==> src/hdl/tsn_pkg.sv <==
// package of types and constants for the tactile sample normalizer
package tsn_pkg;

  localparam int WEIGHT_BITS = 16;

  typedef enum logic [2:0] {
    MODE_RAW_CUR      = 3'd0,
    MODE_RAW_MEAN     = 3'd1,
    MODE_ABS_CUR      = 3'd2,
    MODE_ABS_MEAN     = 3'd3,
    MODE_DYN_CUR      = 3'd4,
    MODE_DYN_MEAN     = 3'd5,
    MODE_DYN_CUR_REL  = 3'd6,
    MODE_DYN_MEAN_REL = 3'd7
  } mode_t;

  typedef enum logic [2:0] {
    REG_MEAN_WEIGHT   = 3'd0,
    REG_RANGE_WEIGHT  = 3'd1,
    REG_RELEASE_DECAY = 3'd2,
    REG_ABS_MIN_START = 3'd3,
    REG_ABS_MAX_START = 3'd4,
    REG_OUTPUT_MODE   = 3'd5
  } reg_addr_t;

  typedef enum logic [3:0] {
    ST_IDLE,
    ST_LOW,
    ST_HIGH,
    ST_MEAN,
    ST_DEC,
    ST_REL,
    ST_OUT,
    ST_DIV,
    ST_DONE
  } state_t;

endpackage

==> src/hdl/tsn_if.sv <==
// valid/ready channel interfaces for input and result words
interface tsn_in_if #(parameter int SAMPLE_BITS = 12);
  logic                   valid;
  logic                   ready;
  logic [SAMPLE_BITS-1:0] sample;
  logic                   sample_ok;
  modport source (output valid, sample, sample_ok, input ready);
  modport sink (input valid, sample, sample_ok, output ready);
endinterface

interface tsn_out_if;
  logic               valid;
  logic               ready;
  logic signed [15:0] level;
  logic               level_valid;
  logic               releasing;
  modport source (output valid, level, level_valid, releasing, input ready);
  modport sink (input valid, level, level_valid, releasing, output ready);
endinterface

==> src/hdl/tsn_divider.sv <==
// restoring divider, one quotient bit per cycle, saturating q1.15 result
module tsn_divider import tsn_pkg::*; #(
  parameter int W = 28
) (
  input  logic         clk,
  input  logic         rst,
  input  logic         start,
  input  logic [W-1:0] num,
  input  logic [W-1:0] den,
  output logic         busy,
  output logic         done,
  output logic [15:0]  quot
);
  localparam int CW = $clog2(W + 16);
  logic [W+15:0] rem;
  logic [W+15:0] dividend;
  logic [16:0]   q;
  logic [CW-1:0] cnt;
  logic [W+16:0] trial;

  // quotient is saturated at 2^16: only 17 bits of it are kept
  always_comb trial = {rem[W+14:0], dividend[W+15]} - {17'd0, den};

  always_ff @(posedge clk) begin
    if (rst) begin
      busy <= 1'b0;
      done <= 1'b0;
    end else begin
      done <= 1'b0;
      if (start) begin
        busy <= 1'b1;
        cnt  <= CW'(W + 16);
        rem  <= '0;
        dividend <= {num, 16'd0} >> 1;
        q    <= '0;
      end else if (busy) begin
        if (!trial[W+16]) begin
          rem <= trial[W+15:0];
          q   <= (q[16] ? q : {q[15:0], 1'b1});
        end else begin
          rem <= {rem[W+14:0], dividend[W+15]};
          q   <= (q[16] ? q : {q[15:0], 1'b0});
        end
        dividend <= dividend << 1;
        cnt <= cnt - 1'b1;
        if (cnt == CW'(1)) begin
          busy <= 1'b0;
          done <= 1'b1;
        end
      end
    end
  end

  // 16 quotient bits plus an overflow flag; magnitude saturates at 32768
  always_comb quot = (q[16] || q[15]) ? 16'h8000 : q[15:0];
endmodule

==> src/hdl/tactile_sample_normalizer_unit.sv <==
// top level of the tactile sample normalizer
// One word in, one word out. A valid sample updates the absolute and sliding
// ranges, the exponential mean and the release tracker, then the selected
// mode value is formed. Arithmetic runs through one shared 28x16 multiplier
// (steps low, high, mean, decay) and a restoring divider that gives one
// quotient bit per cycle for the normalized modes. The block takes no new
// word until the result word has been taken. The config port is APB-style;
// writes are expected only while the block is idle.
module tactile_sample_normalizer_unit import tsn_pkg::*; #(
  parameter int SAMPLE_BITS = 12,
  parameter int FRAC_BITS   = 16
) (
  input  logic        clk,
  input  logic        rst,
  tsn_in_if.sink      in_ch,
  tsn_out_if.source   out_ch,
  input  logic        psel,
  input  logic        penable,
  input  logic        pwrite,
  input  logic [4:0]  paddr,
  input  logic [31:0] pwdata,
  output logic [31:0] prdata,
  output logic        pready
);
  localparam int QW = SAMPLE_BITS + FRAC_BITS;
  localparam int SB = SAMPLE_BITS;

  // configuration registers
  logic [15:0]   mean_weight, range_weight, release_decay;
  logic [SB-1:0] abs_min_start, abs_max_start;
  logic [2:0]    output_mode;

  // algorithm state
  logic [SB-1:0] abs_low, abs_high, last_sample;
  logic [QW-1:0] dyn_low, dyn_high, running_mean, release_level;
  logic          release_active, have_sample;

  state_t state, state_next;
  logic [SB-1:0] x;
  logic          x_ok;
  logic [QW-1:0] xq;

  // shared multiplier
  logic [QW-1:0]   mul_a;
  logic [15:0]     mul_w;
  logic [QW+15:0]  mul_p;
  logic [QW-1:0]   mul_r;
  logic [QW-1:0]   dec;

  // divider
  logic          div_start, div_busy, div_done;
  logic [QW-1:0] div_num, div_den;
  logic [15:0]   div_q;
  logic [15:0]   div_mag;
  logic          neg;
  logic          num_neg;

  logic signed [15:0] level;
  logic          level_valid, out_valid;

  wire pwr = psel && penable && pwrite;
  wire [2:0] reg_idx = paddr[4:2];
  assign pready = 1'b1;

  always_comb begin
    unique case (reg_idx)
      REG_MEAN_WEIGHT:   prdata = {16'd0, mean_weight};
      REG_RANGE_WEIGHT:  prdata = {16'd0, range_weight};
      REG_RELEASE_DECAY: prdata = {16'd0, release_decay};
      REG_ABS_MIN_START: prdata = 32'(abs_min_start);
      REG_ABS_MAX_START: prdata = 32'(abs_max_start);
      REG_OUTPUT_MODE:   prdata = {29'd0, output_mode};
      default:           prdata = '0;
    endcase
  end

  assign xq = {x, {FRAC_BITS{1'b0}}};

  // multiplier operand selection by sequencer step
  always_comb begin
    mul_a = '0;
    mul_w = '0;
    unique case (state)
      ST_LOW:  begin mul_a = xq - dyn_low;        mul_w = range_weight; end
      ST_HIGH: begin mul_a = dyn_high - xq;       mul_w = range_weight; end
      ST_MEAN: begin
        mul_a = (running_mean >= xq) ? running_mean - xq : xq - running_mean;
        mul_w = mean_weight;
      end
      ST_DEC:  begin mul_a = dyn_high - dyn_low;  mul_w = release_decay; end
      default: ;
    endcase
  end
  assign mul_p = mul_a * mul_w;
  assign mul_r = mul_p[QW+15:16];

  // release decision terms
  logic [SB-1:0] arange;
  logic [SB+3:0] rise10, fall10;
  logic          rise_big, fall_big;
  assign arange   = (abs_high >= abs_low) ? abs_high - abs_low : '0;
  assign rise10   = (SB+4)'(x - last_sample) * (SB+4)'(10);
  assign fall10   = (SB+4)'(last_sample - x) * (SB+4)'(10);
  assign rise_big = (x > last_sample) && (rise10 > (SB+4)'(arange));
  assign fall_big = (x < last_sample) && (fall10 > (SB+4)'(arange));

  // output operand selection
  logic [QW-1:0] lo, range, v, rounded;
  logic [QW:0]   diff;
  logic          rel_sel;
  always_comb begin
    if (output_mode == MODE_ABS_CUR || output_mode == MODE_ABS_MEAN) begin
      lo    = {abs_low, {FRAC_BITS{1'b0}}};
      range = (abs_high > abs_low) ? {abs_high - abs_low, {FRAC_BITS{1'b0}}} : '0;
    end else begin
      lo    = dyn_low;
      range = dyn_high - dyn_low;
    end
    rel_sel = (output_mode == MODE_DYN_CUR_REL || output_mode == MODE_DYN_MEAN_REL)
              && release_active;
    v = (output_mode == MODE_ABS_MEAN || output_mode == MODE_DYN_MEAN ||
         output_mode == MODE_DYN_MEAN_REL) ? running_mean : {last_sample, {FRAC_BITS{1'b0}}};
    diff = rel_sel ? {1'b0, release_level} - {1'b0, lo} : {1'b0, v} - {1'b0, lo};
    rounded = (running_mean + (QW'(1) << (FRAC_BITS - 1))) >> FRAC_BITS;
  end

  tsn_divider #(.W(QW)) u_div (
    .clk(clk), .rst(rst), .start(div_start), .num(div_num), .den(div_den),
    .busy(div_busy), .done(div_done), .quot(div_q)
  );

  // quotient magnitude: 32768 only for a negative numerator, else 32767 at most
  always_comb div_mag = (!num_neg && div_q[15]) ? 16'd32767 : div_q;

  // sequencer: next state
  always_comb begin
    state_next = state;
    div_start  = 1'b0;
    unique case (state)
      ST_IDLE: if (in_ch.valid) begin
        state_next = ST_LOW;
      end
      ST_LOW: begin
        if (!x_ok) state_next = ST_OUT;
        else if (!have_sample) state_next = ST_OUT;
        else state_next = ST_HIGH;
      end
      ST_HIGH: state_next = ST_MEAN;
      ST_MEAN: state_next = ST_DEC;
      ST_DEC:  state_next = ST_REL;
      ST_REL:  state_next = ST_OUT;
      ST_OUT: begin
        if (have_sample && output_mode != MODE_RAW_CUR && output_mode != MODE_RAW_MEAN
            && range != '0) begin
          div_start  = 1'b1;
          state_next = ST_DIV;
        end else begin
          state_next = ST_DONE;
        end
      end
      ST_DIV:  if (div_done) begin
        state_next = ST_DONE;
      end
      ST_DONE: if (out_ch.ready) begin
        state_next = ST_IDLE;
      end
      default: state_next = ST_IDLE;
    endcase
  end

  assign div_num = diff[QW] ? QW'(-diff) : diff[QW-1:0];
  assign div_den = range;

  assign in_ch.ready   = (state == ST_IDLE);
  assign out_ch.valid  = out_valid;
  assign out_ch.level  = level;
  assign out_ch.level_valid = level_valid;
  assign out_ch.releasing   = release_active;

  always_ff @(posedge clk) begin
    if (rst) state <= ST_IDLE;
    else     state <= state_next;
  end

  always_ff @(posedge clk) begin
    if (rst) begin
      mean_weight    <= 16'd45875;
      range_weight   <= 16'd65503;
      release_decay  <= 16'd3277;
      abs_min_start  <= '1;
      abs_max_start  <= '0;
      output_mode    <= MODE_ABS_CUR;
      abs_low        <= '1;
      abs_high       <= '0;
      dyn_low        <= '0;
      dyn_high       <= '0;
      last_sample    <= '0;
      running_mean   <= '0;
      release_level  <= '0;
      release_active <= 1'b0;
      have_sample    <= 1'b0;
      out_valid      <= 1'b0;
      level_valid    <= 1'b0;
      level          <= '0;
    end else begin
      if (pwr) begin
        unique case (reg_idx)
          REG_MEAN_WEIGHT:   mean_weight   <= pwdata[15:0];
          REG_RANGE_WEIGHT:  range_weight  <= pwdata[15:0];
          REG_RELEASE_DECAY: release_decay <= pwdata[15:0];
          REG_ABS_MIN_START: begin
            abs_min_start <= pwdata[SB-1:0];
            abs_low       <= pwdata[SB-1:0];
          end
          REG_ABS_MAX_START: begin
            abs_max_start <= pwdata[SB-1:0];
            abs_high      <= pwdata[SB-1:0];
          end
          REG_OUTPUT_MODE:   output_mode <= pwdata[2:0];
          default: ;
        endcase
      end
      unique case (state)
        ST_IDLE: if (in_ch.valid) begin
          x    <= in_ch.sample;
          x_ok <= in_ch.sample_ok;
        end
        ST_LOW: if (x_ok) begin
          if (x < abs_low)  abs_low  <= x;
          if (x > abs_high) abs_high <= x;
          if (!have_sample) begin
            dyn_low      <= xq;
            dyn_high     <= xq;
            running_mean <= xq;
            last_sample  <= x;
            have_sample  <= 1'b1;
          end else if (xq < dyn_low) begin
            // widened low: the sample is below the low, so low lands on the sample
            dyn_low <= xq;
          end else begin
            dyn_low <= xq - mul_r;
          end
        end
        ST_HIGH: begin
          if (xq > dyn_high) dyn_high <= xq;
          else               dyn_high <= xq + mul_r;
        end
        ST_MEAN: begin
          if (running_mean >= xq) running_mean <= xq + mul_r;
          else                    running_mean <= xq - mul_r;
        end
        ST_DEC: dec <= mul_r;
        ST_REL: begin
          if (release_active && rise_big) begin
            release_active <= 1'b0;
            release_level  <= '0;
          end else if (!release_active && fall_big) begin
            release_active <= 1'b1;
            release_level  <= {last_sample, {FRAC_BITS{1'b0}}};
          end else if (release_active) begin
            if ({1'b0, release_level} < {1'b0, dyn_low} + {1'b0, dec}) begin
              release_active <= 1'b0;
              release_level  <= '0;
            end else begin
              release_level <= release_level - dec;
            end
          end
          last_sample <= x;
        end
        ST_OUT: begin
          neg     <= diff[QW] ^ rel_sel;
          num_neg <= diff[QW];
          level_valid <= 1'b0;
          level       <= '0;
          if (have_sample) begin
            if (output_mode == MODE_RAW_CUR) begin
              level_valid <= 1'b1;
              level <= (QW'(last_sample) > QW'(32767)) ? 16'sd32767 : 16'(last_sample);
            end else if (output_mode == MODE_RAW_MEAN) begin
              level_valid <= 1'b1;
              level <= (rounded > QW'(32767)) ? 16'sd32767 : 16'(rounded);
            end
          end
          if (state_next == ST_DONE) out_valid <= 1'b1;
        end
        ST_DIV: if (div_done) begin
          level_valid <= 1'b1;
          // release flips the sign after the quotient is saturated
          if (neg) level <= 16'(-div_mag);
          else     level <= (div_mag[15]) ? 16'sd32767 : 16'(div_mag);
          out_valid <= 1'b1;
        end
        ST_DONE: if (out_ch.ready) out_valid <= 1'b0;
        default: ;
      endcase
    end
  end

  // assertions
  a_no_input_while_busy: assert property (@(posedge clk) disable iff (rst)
    (state != ST_IDLE) |-> !in_ch.ready) else $error("ready while busy");
  a_out_only_done: assert property (@(posedge clk) disable iff (rst)
    out_valid |-> (state == ST_DONE)) else $error("result outside done");
  a_rel_level_zero: assert property (@(posedge clk) disable iff (rst)
    !release_active |-> (release_level == '0)) else $error("stale release level");
  a_div_only_norm: assert property (@(posedge clk) disable iff (rst)
    div_start |-> (range != '0)) else $error("divide by zero range");
  a_div_busy_in_div: assert property (@(posedge clk) disable iff (rst)
    div_busy |-> (state == ST_DIV)) else $error("divider busy outside divide");
endmodule
==> src/flat_wrapper.sv <==
// flat-port wrapper written by rule: the top's interface ports become plain ports
module tactile_sample_normalizer_unit_flat import tsn_pkg::*;
#(
  parameter int SAMPLE_BITS = 12,
  parameter int FRAC_BITS   = 16
)
  (clk, rst, psel, penable, pwrite, paddr, pwdata, prdata, pready, in_ch_valid, in_ch_sample, in_ch_sample_ok, in_ch_ready, out_ch_valid, out_ch_level, out_ch_level_valid, out_ch_releasing, out_ch_ready);
  tsn_in_if #(.SAMPLE_BITS(SAMPLE_BITS)) in_ch_i ();
  tsn_out_if out_ch_i ();
  input  logic clk;
  input  logic rst;
  input  logic psel;
  input  logic penable;
  input  logic pwrite;
  input  logic [4:0] paddr;
  input  logic [31:0] pwdata;
  output logic [31:0] prdata;
  output logic pready;
  input wire logic [$bits(in_ch_i.valid)-1:0] in_ch_valid;
  input wire logic [$bits(in_ch_i.sample)-1:0] in_ch_sample;
  input wire logic [$bits(in_ch_i.sample_ok)-1:0] in_ch_sample_ok;
  output wire logic [$bits(in_ch_i.ready)-1:0] in_ch_ready;
  output wire logic [$bits(out_ch_i.valid)-1:0] out_ch_valid;
  output wire logic [$bits(out_ch_i.level)-1:0] out_ch_level;
  output wire logic [$bits(out_ch_i.level_valid)-1:0] out_ch_level_valid;
  output wire logic [$bits(out_ch_i.releasing)-1:0] out_ch_releasing;
  input wire logic [$bits(out_ch_i.ready)-1:0] out_ch_ready;
  assign in_ch_i.valid = in_ch_valid;
  assign in_ch_i.sample = in_ch_sample;
  assign in_ch_i.sample_ok = in_ch_sample_ok;
  assign in_ch_ready = in_ch_i.ready;
  assign out_ch_valid = out_ch_i.valid;
  assign out_ch_level = out_ch_i.level;
  assign out_ch_level_valid = out_ch_i.level_valid;
  assign out_ch_releasing = out_ch_i.releasing;
  assign out_ch_i.ready = out_ch_ready;
  tactile_sample_normalizer_unit #(.SAMPLE_BITS(SAMPLE_BITS), .FRAC_BITS(FRAC_BITS)) u_core (.clk(clk), .rst(rst), .in_ch(in_ch_i), .out_ch(out_ch_i), .psel(psel), .penable(penable), .pwrite(pwrite), .paddr(paddr), .pwdata(pwdata), .prdata(prdata), .pready(pready));
endmodule
==> config.mk <==
export PLATFORM = sky130hd
export DESIGN_NAME = tactile_sample_normalizer_unit_flat
export DESIGN_NICKNAME = d
export VERILOG_FILES = /design/src/hdl/tsn_pkg.sv /design/src/hdl/tsn_if.sv /design/src/hdl/tsn_divider.sv /design/src/hdl/tactile_sample_normalizer_unit.sv /design/src/flat_wrapper.sv
export SDC_FILE = /design/constraint.sdc
export NUM_CORES = 2
export LEC_CHECK = 0
export BUFFER_PORTS_ARGS = -buffer_cell sky130_fd_sc_hd__buf_4
export CORE_ASPECT_RATIO = 1.1
export CORE_UTILIZATION = 35
export DETAILED_ROUTE_END_ITERATION = 6
export GPL_TIMING_DRIVEN = 0
export HOLD_SLACK_MARGIN = 0.02
export PLACE_DENSITY = 0.49
export RECOVER_POWER = 25
export SYNTH_ARGS = -nofsm -noshare
export SYNTH_HDL_FRONTEND = slang
export SYNTH_HIERARCHICAL = 1
export SYNTH_SLANG_ARGS = --single-unit
export TNS_END_PERCENT = 1
==> constraint.sdc <==
create_clock -name clk -period 23.9 [get_ports clk]
set_input_delay 1.195 -clock clk [delete_from_list [all_inputs] [get_ports clk]]
set_output_delay 1.195 -clock clk [all_outputs]
set_load 0.005 [all_outputs]
## After elaboration in Yosys (flattened, before gate mapping)

Cells that the tools add are included.
Widths: inputs -> output; s select.

- Bits in registers: 401
- Bits in latches: 0
- Memory bits (writable): 0
- ROM bits: 0
- Input bits: 57
- Output and inout port bits: 53
- Word-level logic and storage cells: 228
- Memories kept: 0

- Add/sub/neg operators: 19
- Multiply operators: 3
- Divide/modulo/power cells: 0
- $lt $le $gt $ge: 13
- Equality and inequality tests: 28
- Shift-type cells: 0
- Mux-type cells: 80
- Bitwise logic cells: 3
- Reductions and logical operators: 50

Operators by type and width:

| cell | number |
|---|---|
| $mux 28 | 16 |
| $sub 28x28->28 | 7 |
| $mux 12 | 13 |
| $mux 43 | 3 |
| $mux 16 | 7 |
| $pmux 28 s2 | 2 |
| $pmux 28 s4 | 1 |
| $pmux 16 s6 | 1 |
| $mux 17 | 4 |
| $sub 28x28->29 | 2 |
| $pmux 16 s3 | 1 |
| $sub 44x28->45 | 1 |
| $mul 28x16->44 | 1 |
| $mux 44 | 1 |
| $gt 12x12->1 | 3 |
| $pmux 4 s9 | 1 |
| $gt 16x12->1 | 2 |
| $mul 16x3->15 const B | 2 |
| $pmux 16 s2 | 1 |
| $mux 15 | 2 |
| $add 28x28->29 | 1 |
| $lt 28x29->1 | 1 |
| $mux 29 | 1 |
| $add 28x16->28 const B | 1 |
| other kinds (45) | 121 |

## Logic depth before layout (Yosys ltp)

- Depth after elaboration: 10
- Gate-level depth with buffers: 58
- Mapped depth without buffers: 57

## Modules after synthesis

Netlist, hierarchy kept.

Modules (own cells, without submodules):

| module | times used | cells an instance | area an instance (µm²) | seq. area each (µm²) |
|---|---|---|---|---|
| tactile_sample_normalizer_unit | 1 | 5332 | 42047.8 | 6236.0 |
| tsn_divider | 1 | 583 | 6023.3 | 2892.8 |

## Worst setup path before layout

Ideal clock, no wire load.

- Kind: flip-flop to flip-flop
- Start: register u_core.running_mean[8]
- End: register u_core.running_mean[27]
- Library setup time: 0.070 ns
- Arrival time: 12.425 ns
- Data required time: 23.830 ns
- Setup slack: 11.406 ns
- Stages on the path, launching flop included: 51
- Path buffers: 5
- Clock period less this slack: 12.494 ns
- Cells stage by stage: dfxtp_1 -> buf_6 -> or4_4 -> or4_4 -> or4b_4 -> a21o_1 -> nand2_1 -> clkbuf_1 -> buf_1 -> a21oi_1 -> xnor2_1 -> o221ai_1 -> clkbuf_1 -> nand2_1 -> fa_1 -> inv_1 -> fa_1 -> inv_1 -> [15 not listed] -> a41o_1 -> a41o_1 -> nor2_1 -> nor2b_1 -> o21a_1 -> o21a_1 -> o21ai_0 -> nor2b_1 -> xnor2_1 -> ha_1 -> clkbuf_1 -> nor4_1 -> a211o_1 -> a41oi_4 -> o311ai_2 -> xnor2_1 -> a311o_1 -> a21oi_1

- Longest elaborated chain between the ends: 7
- Elaborated cells on any way between the ends: 10
- Those cells by class: 4 x add/sub; 1 x mul; 1 x order compare; 4 x mux

RTL lines:

| item | RTL line | source |
|---|---|---|
| from (decl) | tactile_sample_normalizer_unit.sv:35 | `logic [QW-1:0] dyn_low, dyn_high, running_mean, release_level;` |
| from (signal assigned) | tactile_sample_normalizer_unit.sv:234 | `running_mean <= xq;` |
| from (signal assigned) | tactile_sample_normalizer_unit.sv:249 | `if (running_mean >= xq) running_mean <= xq + mul_r;` |
| from (signal assigned) | tactile_sample_normalizer_unit.sv:250 | `else running_mean <= xq - mul_r;` |
| $sub 28x28->28 or $ge 28x28->1 (tied branches) | tactile_sample_normalizer_unit.sv:87 | `mul_a = (running_mean >= xq) ? running_mean - xq : xq - running_mean;` |
| $mux 28 (*) | tactile_sample_normalizer_unit.sv:87 |  |
| $pmux 28 s4 (*) | tactile_sample_normalizer_unit.sv:83 | `unique case (state)` |
| $mul 28x16->44 (*) | tactile_sample_normalizer_unit.sv:94 | `assign mul_p = mul_a * mul_w;` |
| named net u_core.mul_p[38] | tactile_sample_normalizer_unit.sv:46 | `logic [QW+15:0] mul_p;` |
| $sub 28x28->28 or $add 28x28->28 (tied branches) | tactile_sample_normalizer_unit.sv:250, tactile_sample_normalizer_unit.sv:249 |  |
| $mux 28 (*) | tactile_sample_normalizer_unit.sv:249 |  |
| $pmux 28 s2 (*) | tactile_sample_normalizer_unit.sv:223 | `unique case (state)` |

The timed path passes the listed nets; every way through them passes the cells marked *.
A chain may end at the register's enable or synchronous reset.

## Final worst setup path

- Start: register u_core.x[1]
- End: register u_core.running_mean[27]

- Longest elaborated chain between the ends: 7
- Elaborated cells on any way between the ends: 12
- Those cells by class: 6 x add/sub; 1 x mul; 1 x order compare; 4 x mux

RTL lines:

| item | RTL line | source |
|---|---|---|
| from (decl) | tactile_sample_normalizer_unit.sv:39 | `logic [SB-1:0] x;` |
| from (signal assigned) | tactile_sample_normalizer_unit.sv:225 | `x <= in_ch.sample;` |
| $sub 28x28->28 or $ge 28x28->1 (tied branches) | tactile_sample_normalizer_unit.sv:87 |  |
| $mux 28 | tactile_sample_normalizer_unit.sv:87 |  |
| $pmux 28 s4 (*) | tactile_sample_normalizer_unit.sv:83 |  |
| $mul 28x16->44 (*) | tactile_sample_normalizer_unit.sv:94 |  |
| named net u_core.mul_p[38] | tactile_sample_normalizer_unit.sv:46 |  |
| $sub 28x28->28 or $add 28x28->28 (tied branches) | tactile_sample_normalizer_unit.sv:250, tactile_sample_normalizer_unit.sv:249 |  |
| $mux 28 (*) | tactile_sample_normalizer_unit.sv:249 |  |
| $pmux 28 s2 (*) | tactile_sample_normalizer_unit.sv:223 |  |

Marked as above.

==> results.ini <==
[cts]
clock_root_buffer = sky130_fd_sc_hd__clkbuf_16
clock-sinks = 387
clkTransAtPathRegs_ns = 0.06
cts_buffers = 52
hold_fix_buffers_at_cts = 0
post_cts.repair.setup_buffers = 0
tritoncts = done
ctsHtreeMaxLevel = 2
clk_latency_ns = 0.65
post_cts.resized_instances = 0
max-clock-path-buffers = 3

[sta]
finalHoldViolations = 0
maxSlewHeadroom_pct = -3.42
post_route_setup_tns_ns = 0
portion_of_the_clock_cycle_consumed_by_the_worst_path_in_the_final_layout_pct = 73.5
setup_viol_count_final = 0
fmaxAchievable_mhz = 56.9
finalMaxSlewViolations = 11
post-route-min-period_ns = 17.57
rsz_0062_raised_after_global_routing = no
worstMarginPinSlew_ns = 1.55
skew_ns = 0.0266
holdWs_ns = 0.454

[die]
floorplan.die.height_um = 391
top_level_ports = 110
die_area_sq_um = 139000
start_util_pct = 35.3
rows = 142
dieWidth_um = 355
design.core.area_sq_um = 136000

[run_status]
violated_checks = design-rule violations, max-capacitance violations, max-slew violations
outcome = finished with violations

[global_routing]
grt_use_total_pct = 26.9
global_route.overflow_total = 0
grt_antenna_before_repair = 7
grt_start_max_net_pins = 34
grt_pass1_wl_um = 277000
grt-busiest-layer = met2
grt_use_met3_pct = 2.75
met1_track_utilization_from_global_routing_pct = 35.6
number_of_global_route_vias_before_repair = 42455
global_route.usage.met2_pct = 44.0

[logic_synthesis]
ys_dominant_reg_cell = sky130_fd_sc_hd__dfxtp_1
synth.lib_cells_used.distinct = 103
netlist.area_leader.share_pct = 15.6
post_synth.cell_area_avg_sq_um = 8.13
synth_edf_count = 138
synth_top_cells_by_area = sky130_fd_sc_hd__fa_1 (16%), sky130_fd_sc_hd__ha_1 (12%), sky130_fd_sc_hd__dfxtp_1 (10%)
synth_async_sr_flop_share_pct = 0
synth_seq_area_share_pct = 19.0
netlist.top_cell.by_area = sky130_fd_sc_hd__fa_1
post_synth_instance_area_sq_um = 48100
synth.yosys.warnings = 6
count_leader_synth = sky130_fd_sc_hd__nand2_1
syn-instance-count = 5915
synth_seq_cells = 387
synth_commonest_cells = sky130_fd_sc_hd__nand2_1 (731), sky130_fd_sc_hd__inv_1 (676), sky130_fd_sc_hd__nor2_1 (520)

[worst_setup_path]
timing_worst_setup_path_type = flip-flop to flip-flop
critical-path-top-cell-by-count = sky130_fd_sc_hd__fa_1
worst_path_max_delay_cell = sky130_fd_sc_hd__edfxtp_1
crit_required_ns = 24.46
cpPeakStageDelay_ns = 1.04
worstPathArrival_ns = 18.13
path_max_fanout = 15
critical_path.endpoint_type = flip-flop
worstSetupStartpointType = flip-flop

[final_layout]
fillCellCount = 14217
drive_above_1_share_pct = 4.73
nNetsFinal = 6977
syn2layout_area_growth_pct = 9.90

[routing]
drcViolationCount = 26
route.vias.total = 43207
finalWirelength_um = 189000
routedWlPerCell_um = 23.9
detailedRoute.firstIterationViolations = 3608
vias_per_cell = 5.46
drtAntennaViolNets = 0
detailedRoute.firstPassIterationCount = 7

[placed_design]
gp_congestion = 0.983
number_of_i_o_port_buffers = 73
dp_hpwl_um = 158000

[job]
max-cap-violations = 1

[min_path]
hold_path_class = flip-flop to flip-flop

==> state kept, by name (all words and copies together) (netlist names), 3 cells and up <==
register               flops
u_core/last_sample        12
u_core/running_mean       28
u_core/release_decay      16
u_core/release_level      28
u_core/u_div/dividend     29
u_core/dyn_high           28
u_core/out_ch.level       16
u_core/u_div/q            17
u_core/dec                28
u_core/abs_min_start      12
u_core/x                  12
u_core/range_weight       16
u_core/abs_max_start      12
u_core/dyn_low            28
u_core/mean_weight        16
u_core/abs_high           12
u_core/state               4
u_core/u_div/rem          43
u_core/abs_low            12
u_core/output_mode         3
u_core/u_div/cnt           6
==> final cells by class <==
class	count	area, sq um	share of cell area, %
Inverter	677	2540	4.81
Multi-Input combinational cell	4582	35400	66.9
Timing Repair Buffer	82	611	1.16
Sequential cell	387	9130	17.3
Antenna cell	3	7.51	0.0142
Tap cell	1800	2250	4.26
Buffer	284	1160	2.19
Clock buffer	63	1440	2.72
Clock inverter	33	345	0.654
==> worst paths after layout <==
| check | start | end | slack [ns] | depth (start not counted) |
|---|---|---|---|---|
| max | u_core/x[1]$_DFFE_PP_ | u_core/running_mean[27]$_SDFFE_PP0P_ | 6.33 | 49 |
| min | u_core/abs_max_start[3]$_SDFFE_PP0P_ | u_core/abs_max_start[3]$_SDFFE_PP0P_ | 0.45 | 2 |
| max reg2reg | u_core/x[1]$_DFFE_PP_ | u_core/running_mean[27]$_SDFFE_PP0P_ | 6.33 | 49 |
| min reg2reg | u_core/abs_max_start[3]$_SDFFE_PP0P_ | u_core/abs_max_start[3]$_SDFFE_PP0P_ | 0.45 | 2 |
==> layer usage <==
layer | up-vias | routed length, um
li1 | 20413 | -
met1 | 21068 | 82400
met2 | 1405 | 86300
met3 | 319 | 10600
met4 | 2 | 9600
met5 | - | 19
==> cell usage in the layout (no fill, tap or decap), types with 48 or more instances in the layout <==
cell / instances
sky130_fd_sc_hd__mux2i_1: 68
sky130_fd_sc_hd__xnor2_1: 222
sky130_fd_sc_hd__o21ai_0: 204
sky130_fd_sc_hd__a21o_1: 113
sky130_fd_sc_hd__nor2b_1: 72
sky130_fd_sc_hd__dfxtp_1: 249
sky130_fd_sc_hd__clkbuf_16: 54
sky130_fd_sc_hd__fa_1: 374
sky130_fd_sc_hd__a22oi_1: 96
sky130_fd_sc_hd__nor3_1: 89
sky130_fd_sc_hd__nor2_1: 518
sky130_fd_sc_hd__edfxtp_1: 138
sky130_fd_sc_hd__inv_1: 676
sky130_fd_sc_hd__and2_1: 147
sky130_fd_sc_hd__nand2b_1: 76
sky130_fd_sc_hd__nand3_1: 83
sky130_fd_sc_hd__nand2_1: 731
sky130_fd_sc_hd__clkbuf_1: 257
sky130_fd_sc_hd__xor2_1: 103
sky130_fd_sc_hd__a31oi_1: 48
sky130_fd_sc_hd__ha_1: 480
sky130_fd_sc_hd__buf_4: 62
sky130_fd_sc_hd__a21oi_1: 422
==> worst max-delay path, delay by kind of cell, from the launching register on <==
family | cells | cell delay [ns]
AOI/OAI and AO/OA | 19 | 5.93
xor gates and xnor gates | 3 | 0.57
adders and majority gates | 9 | 4.49
buffers and inverters | 10 | 2.69
DFF | 1 | 1.04
and+or+nand+nor | 8 | 2.67
==> through the flow <==
stage / worst slack (ns) / std cells / instance area [sq um] / utilization [%]
3_5_place_dp: 6.65 / 7812 / 51100 / 37.5
6_report: 6.33 / 7911 / 52800 / 38.8
4_1_cts: 6.61 / 7908 / 52900 / 38.8
5_1_grt: 5.77 / 7908 / 52800 / 38.8
2_1_floorplan: 11.41 / 5930 / 48100 / -
3_3_place_gp: 6.62 / 7803 / 50900 / 37.4
==> cell families (layout without fill, tap and decap cells) <==
logic type	Yosys count	count (layout)	synth area share, %
AO/OA/AOI/OAI	1320	1320	18.0
XOR/XNOR	327	327	5.99
adder cells (fa/ha/maj)	854	854	28.1
buffers and inverters	961	1139	7.69
flip-flops	387	387	19.0
multiplexers	105	105	2.28
other	2	20	0.0156
AND/OR/NAND/NOR	1959	1959	19.0
Power is not shown: default switching activity piles up to over one toggle a cycle in this logic, so the estimate is an artifact.
